[config.mk]
export PLATFORM = sky130hd
export DESIGN_NAME = kwm_cell
export DESIGN_NICKNAME = d
export VERILOG_FILES = /design/src/hdl/assert_macros.svh /design/src/hdl/kwm_pkg.sv /design/src/hdl/kwm_cell.sv
export SDC_FILE = /design/constraint.sdc
export NUM_CORES = 1
export LEC_CHECK = 0
export ABC_CLOCK_PERIOD_IN_PS = 12000
export BUFFER_PORTS_ARGS = -buffer_cell sky130_fd_sc_hd__buf_2
export CORE_ASPECT_RATIO = 0.7
export CORE_MARGIN = 8
export CORE_UTILIZATION = 52
export CTS_CLUSTER_DIAMETER = 200
export DETAILED_ROUTE_END_ITERATION = 6
export PLACE_DENSITY = 0.88
export SYNTH_ARGS = -nofsm -noshare
export SYNTH_HDL_FRONTEND = slang
export SYNTH_SLANG_ARGS = --single-unit
[constraint.sdc]
create_clock -name clk_i -period 12 [get_ports clk_i]
set_input_delay 0 -clock clk_i [delete_from_list [all_inputs] [get_ports clk_i]]
set_output_delay 0 -clock clk_i [all_outputs]
set_load 0.03 [all_outputs]
[src/hdl/assert_macros.svh]
// ----------------------------------------------------------------------------
// Assertion macros shared by the merger RTL.
// Each macro expects clk_i and rst_ni to be visible at the place of use.
// ----------------------------------------------------------------------------
`ifndef ASSERT_MACROS_SVH
`define ASSERT_MACROS_SVH

// Same-cycle implication, checked at every rising clock edge outside reset.
`define KWM_ASSERT_NOW(label, ante, cons) \
  label: assert property (@(posedge clk_i) disable iff (!rst_ni) (ante) |-> (cons)) \
    else $error("merger assertion failed");

// Next-cycle implication.
`define KWM_ASSERT_NEXT(label, ante, cons) \
  label: assert property (@(posedge clk_i) disable iff (!rst_ni) (ante) |=> (cons)) \
    else $error("merger assertion failed");

`endif

[src/hdl/kwm_pkg.sv]
// ----------------------------------------------------------------------------
// kwm_pkg
// Types and constants shared by the k-way record merger and its head cells.
// ----------------------------------------------------------------------------
`timescale 1ns / 1ps

package kwm_pkg;

  localparam int RUN_W    = 4;
  localparam int KEY_W    = 64;
  localparam int PAY_W    = 64;
  localparam int CNT_W    = 5;
  localparam int MAX_RUNS = 16;
  localparam int APB_DW   = 32;
  localparam int APB_AW   = 2;

  // Register map.
  localparam logic [APB_AW-1:0] ADDR_ACTIVE_RUNS = 2'd0;
  localparam logic [CNT_W-1:0]  ACTIVE_RUNS_RST  = 5'd16;

  // Broadcast write of one input transaction into the head cells.
  typedef struct packed {
    logic             en;
    logic [RUN_W-1:0] run;
    logic             run_end;
    logic [KEY_W-1:0] key;
    logic [PAY_W-1:0] payload;
  } wr_t;

  // Vacate the head of one run after it has been emitted.
  typedef struct packed {
    logic             en;
    logic [RUN_W-1:0] run;
  } clr_t;

  // Scan wave handed from cell to cell: the best head seen so far.
  typedef struct packed {
    logic             tok;
    logic             ok;
    logic             found;
    logic [KEY_W-1:0] key;
    logic [PAY_W-1:0] payload;
    logic [RUN_W-1:0] run;
  } scan_t;

endpackage

[src/hdl/kwm_cell.sv]
// ----------------------------------------------------------------------------
// kwm_cell
// Holds the head record of one run and takes part in the scan wave: it
// compares its head against the best head handed in by its left neighbor and
// passes the winner on in the next cycle.
// ----------------------------------------------------------------------------
`timescale 1ns / 1ps

module kwm_cell #(
  parameter int IDX = 0
) (
  input  logic                      clk_i,
  input  logic                      rst_ni,
  input  logic [kwm_pkg::CNT_W-1:0] live_i,
  input  kwm_pkg::wr_t              wr_i,
  input  kwm_pkg::clr_t             clr_i,
  input  kwm_pkg::scan_t            scan_i,
  output kwm_pkg::scan_t            scan_o
);
  import kwm_pkg::*;

  localparam logic [RUN_W-1:0] MY_RUN = RUN_W'(IDX);
  localparam logic [CNT_W-1:0] MY_CNT = CNT_W'(IDX);

  logic [KEY_W-1:0] key_q;
  logic [PAY_W-1:0] pay_q;
  logic             valid_q, valid_d;
  logic             exh_q, exh_d;
  logic             active;
  logic             hit;
  logic             take;
  scan_t            scan_q, scan_d;

  assign active = (MY_CNT < live_i);
  assign hit    = wr_i.en && (wr_i.run == MY_RUN) && active;

  always_comb begin
    valid_d = valid_q;
    exh_d   = exh_q;
    if (hit) begin
      if (wr_i.run_end) begin
        exh_d = 1'b1;
      end else if (!exh_q) begin
        valid_d = 1'b1;
      end
    end
    if (clr_i.en && (clr_i.run == MY_RUN)) begin
      valid_d = 1'b0;
    end
  end

  // Strict compare keeps the lower run on equal keys.
  assign take = active && valid_q && (!scan_i.found || (key_q < scan_i.key));

  always_comb begin
    scan_d     = scan_i;
    scan_d.ok  = scan_i.ok && (!active || valid_q || exh_q);
    if (take) begin
      scan_d.found   = 1'b1;
      scan_d.key     = key_q;
      scan_d.payload = pay_q;
      scan_d.run     = MY_RUN;
    end
  end

  always_ff @(posedge clk_i or negedge rst_ni) begin
    if (!rst_ni) begin
      valid_q <= 1'b0;
      exh_q   <= 1'b0;
      scan_q  <= '0;
    end else begin
      valid_q <= valid_d;
      exh_q   <= exh_d;
      if (scan_i.tok) begin
        scan_q <= scan_d;
      end else begin
        scan_q.tok <= 1'b0;
      end
    end
  end

  always_ff @(posedge clk_i) begin
    if (hit && !wr_i.run_end && !exh_q) begin
      key_q <= wr_i.key;
      pay_q <= wr_i.payload;
    end
  end

  assign scan_o = scan_q;

endmodule
Word level (Yosys, flattened, before mapping). Cells that the tools add are included.

Logic and storage cells: 40. Bits in registers: 265.

Reduce and logical (&&, ||, !) cells: 20. $lt $le $gt $ge: 2. Equal/unequal tests: 2. Muxes and demuxes: 6.

Operators by type and width (count): 2-to-1 mux 133 bit (1); less-than comparator 64 bit (1); logical AND 1 bit (8); zero test 4 bit (2); less-than comparator 1 x 5 -> 1 bit, first input constant (1); 2-to-1 mux 1 bit (5); zero test 1 bit (4); inequality test 2 x 1 -> 1 bit, second input constant (2); logical OR 1 bit (3); AND reduction 3 bit (1); AND reduction 2 bit (1); nonzero test 2 bit (1).

Depth between registers and ports, before layout.
Depth after elaboration: 5. Mapped depth: 11. Gate-level depth less buffers: 9.

Least setup slack after synthesis. OpenSTA, ideal clock, no wires.

Path kind: input to register. From: input port wr_i[130] (netlist bit). To: register key_q[0], enable pin. Setup time: 774 ps. Data required time: 11226 ps. Setup slack: 2104 ps. Buffers on the path: 0. Arrival: 9122 ps. Cell stages on the path: 3. Cells stage by stage: nor4_1 > nand3_1 > nor3_1.

Word-level cells in the longest chain between the ends: 5.

Ends and longest elaborated chain: start: declaration (RTL line kwm_cell.sv:15) `input kwm_pkg::wr_t wr_i,`; zero test 4 bit (RTL line kwm_cell.sv:35) `assign hit = wr_i.en && (wr_i.run == MY_RUN) && active;`; logical AND 1 bit (2 in a row) (RTL line kwm_cell.sv:35); logical AND 1 bit (2 in a row) (RTL line kwm_cell.sv:83) `if (hit && !wr_i.run_end && !exh_q) begin`; end signal: assignment (RTL line kwm_cell.sv:84) `key_q <= wr_i.key;`; end: declaration (RTL line kwm_cell.sv:25) `logic [KEY_W-1:0] key_q;`.

Every way passes these cells. A chain may end at the register's enable or synchronous reset.

Final worst setup path.
From: register key_q[59]. To: register scan_q (netlist bit scan_o[38]).

Word-level cells in the longest chain between the ends: 4.

Ends and longest elaborated chain: less-than comparator 64 bit (RTL line kwm_cell.sv:53) `assign take = active && valid_q && (!scan_i.found || (key_q < scan_i.key));`; logical OR 1 bit (RTL line kwm_cell.sv:53); logical AND 1 bit (RTL line kwm_cell.sv:53); 2-to-1 mux 133 bit (RTL line kwm_cell.sv:58) `if (take) begin`; end signal: assignment (RTL line kwm_cell.sv:75) `scan_q <= scan_d;`; end: declaration (RTL line kwm_cell.sv:32) `scan_t scan_q, scan_d;`.

Every way passes these cells.

==> impl_results.md <==
- Status: finished, violations left
- Failing checks: DRC
- Slew HR: 23.1%
- Leakage: 0.00846 µW
- Switching part of the total power: 33.4%
- EDFF count, synth: 128
- Synthesized area per cell: 10.7 µm²
- CTS Hold Bufs: 268
- CTS Buf Count: 28
- Reg power frac: 39.1%
- Vias in the first global route: 15400
- Ports: 416
- Worst Skew: 0.0443 ns
- Primary FF master, synth: dfrtp_1
- Min Tclk post-route: 4.37 ns
- Internal: 1870 µW
- H-tree Lvls: 1
- IO buf count: 415
- Clk sinks: 265
- Max Transition Viols Final: 0
- Post-CTS setup buffer count: 0
- Grt ovf: 0
- Area of the die: 32400 µm²
- Antenna violations before repair: 16
- Crit. End Element: flop
- Layout cell share with drive strength beyond 1: 25.7%
- Achievable Freq: 0.229 GHz
- Worst Hold Class: in2async
- Most frequent cells in the layout: 413 x buf_2, 268 x dlygate4sd3_1, 138 x nand4_1
- CP Depth: 9
- Die W: 212 µm
- Async set-reset flop share out of synthesis: 51.7%
- Most common cell after layout, fill and taps aside: buf_2
- Row cnt: 50
- Crit path arrival time: 4.86 ns
- Psw: 936 µW
- CTS max path bufs: 3
- Nets: 2233
- Met3 Use GR: 9.68%
- Max VDD drop: 146 µV
- Cells on worst reg2reg path: 9
- Synth Register Bits: 265
- Setup TNS: 0 ns
- Setup CP Type: reg2reg
- Worst-Margin Slew: 1.15 ns
- Vias per cell: 6.64
- Seq/Total Area, Yosys: 52.2%
- Initial DRC Count: 2294
- Hold Fails Final Rpt: 0
- CTS tree: done
- Worst-path clk slew: 0.07 ns
- Routability Congestion: 0.869
- Post-Syn Area: 13900 µm²
- Most frequent CP cell: nand4_1
- Worst-path fanout max: 90
- Cell Chain, Critical Path: ha_1 > nand4_1 > nor4_1 > nand4_1 > nor2_1 > or4_4 > buf_4 > o2111ai_1 > nand3_1
- Area grow syn2layout: 41.1%
- Grt met1 use: 42.4%
- Critical path's slowest cell: buf_4
- Drt wl/cell: 25.4 µm
- Drt first pass iters: 7
- Post-Synthesis Cells: 1302
- CP startpoint: key_q[59]
- Pin count of the biggest net entering global routing: 190
- Comb pwr share: 26.6%
- Synthesized Nets: 1646
- First-pass GRT wire length: 89.5 mm
- M2 GR Usage: 54.7%
- Starting density of the core: 52.5%
- Clk_lat worst skew: 0.57 ns
- Unrepaired setup endpoints after global routing: false
- CP required: 12.49 ns
- Setup Viol. Count Final: 0
- Final worst-path setup slack: 7.63 ns
- CORE AREA: 26500 µm²
- Delay-heaviest family, CP: simple AND/OR/NAND/NOR gates
- CP bufs+invs: 1
- Vias post-DR: 15200
- Clk pwr share: 34.3%
- Max stage delay on crit path: 0.95 ns
- Top Usage Layer GRT: met2
- DRC violations left: 3
- Final ANT Viol Nets: 0
- Post_cts resized: 0
- Netlist cell types: 39
- Total GRT Usage: 34.3%
- Pre-CTS setup slack: 7.96 ns
- Clk Tree Root Cell: clkbuf_16
- PD cells: 143 nW/µm²
- Final WL: 58.2 mm
- Startpoint class of the critical path: flop
- Hpwl dp: 30.4 mm
- Max Cap Violations: 0
- Final Cycle Share: 36.4%
- YS warnings: 0
- Die H: 153 µm
- Final design utilization: 74.1%
- Reg2reg start: key_q[59]
==> area by class of cell <==
| class | instances | area (µm²) |
|---|---|---|
| Inverter | 68 | 255 |
| Clock buffer | 38 | 808 |
| Timing Repair Buffer | 699 | 4900 |
| Tap cell | 364 | 455 |
| Antenna cell | 16 | 40.0 |
| Sequential cell | 265 | 7270 |
| Fill cell | 1553 | 6870 |
| Clock inverter | 14 | 198 |
| Multi-Input combinational cell | 827 | 5730 |
==> cell usage after synthesis, types with 2 or more instances <==
cell       instances  area share [%]
o2111ai_1        128             8.0
buf_2             22            0.79
clkbuf_1         101             2.7
nand3_1          134             4.8
ha_1              63             5.7
o21ai_0            8            0.29
edfxtp_1         128              28
a31oi_1          129             5.8
buf_6              2            0.16
a31o_2             4            0.25
nor3_1             6            0.22
a221oi_1           2            0.13
nor2_1            10            0.27
a211oi_1           4            0.22
dfrtp_1          137              25
nor4_1             5            0.22
a21oi_1           23            0.83
buf_8             11             1.2
inv_1             68             1.8
o21a_1             2            0.11
nand4_1          138             6.2
nor2b_1          133             6.0
and4_1             2            0.13
nand2_1           18            0.49
or4_4              2            0.16
a21o_1             5            0.27
o2bb2ai_1          2            0.13
buf_1              4            0.11
==> per-layer routing <==
metal | vias to the layer above | share of wire [%] | routed length [µm]
met4 | 2 | 6.4 | 3730
li1 | 6323 | - | -
met3 | 338 | 12 | 7130
met2 | 1479 | 46 | 26800
met1 | 7079 | 35 | 20600
met5 | - | 0.014 | 8
==> state kept, by name, summed over array words and instances (netlist names) <==
name / flops
exh_q: 1
valid_q: 1
scan_o: 135
pay_q: 64
key_q: 64
==> stage by stage <==
step                hold WS, ns  area [µm²]  cells  total power (µW)
finish                   0.0582       19700   2291              2800
floorplan                -0.296       13900   1302              1520
global placement         0.0594       15900   1955              1720
global route              0.119       19700   2290              2880
CTS                      0.0153       19600   2275              2760
detailed placement       0.0621       15900   1955              1740
==> power by group through the flow <==
| stage | sequential, µW | clock [µW] | combinational (µW) |
|---|---|---|---|
| 2_1_floorplan | 1260 | 0 | 262 |
| 4_1_cts | 1080 | 960 | 712 |
| 5_1_grt | 1100 | 993 | 784 |
| 3_5_place_dp | 1100 | 0 | 636 |
| 3_3_place_gp | 1100 | 0 | 619 |
| 6_report | 1090 | 962 | 745 |
==> final timing paths <==
| path | end | slack [ns] |
|---|---|---|
| worst max-delay path | scan_o[38] | 7.63 |
| worst min-delay path | scan_o[134] | 0.06 |
| worst max register to register | scan_o[38] | 7.63 |
| worst min register to register | scan_o[6] | 0.52 |
| max in group asynchronous | scan_o[81] | 10.43 |
| min in group clk_i | scan_o[133] | 0.09 |
==> logic make-up (layout without fill, tap and decap cells) <==
family / count (synthesis) / after routing / share of synthesized area (%)
and+or+nand+nor: 450 / 450 / 18.6
AOI/OAI and AO/OA: 314 / 314 / 16.6
DFF: 265 / 265 / 52.2
buffers and inverters: 210 / 819 / 6.95
adders and majority gates: 63 / 63 / 5.66
other: 0 / 16 / 0
(Power assumes the default switching activity.)
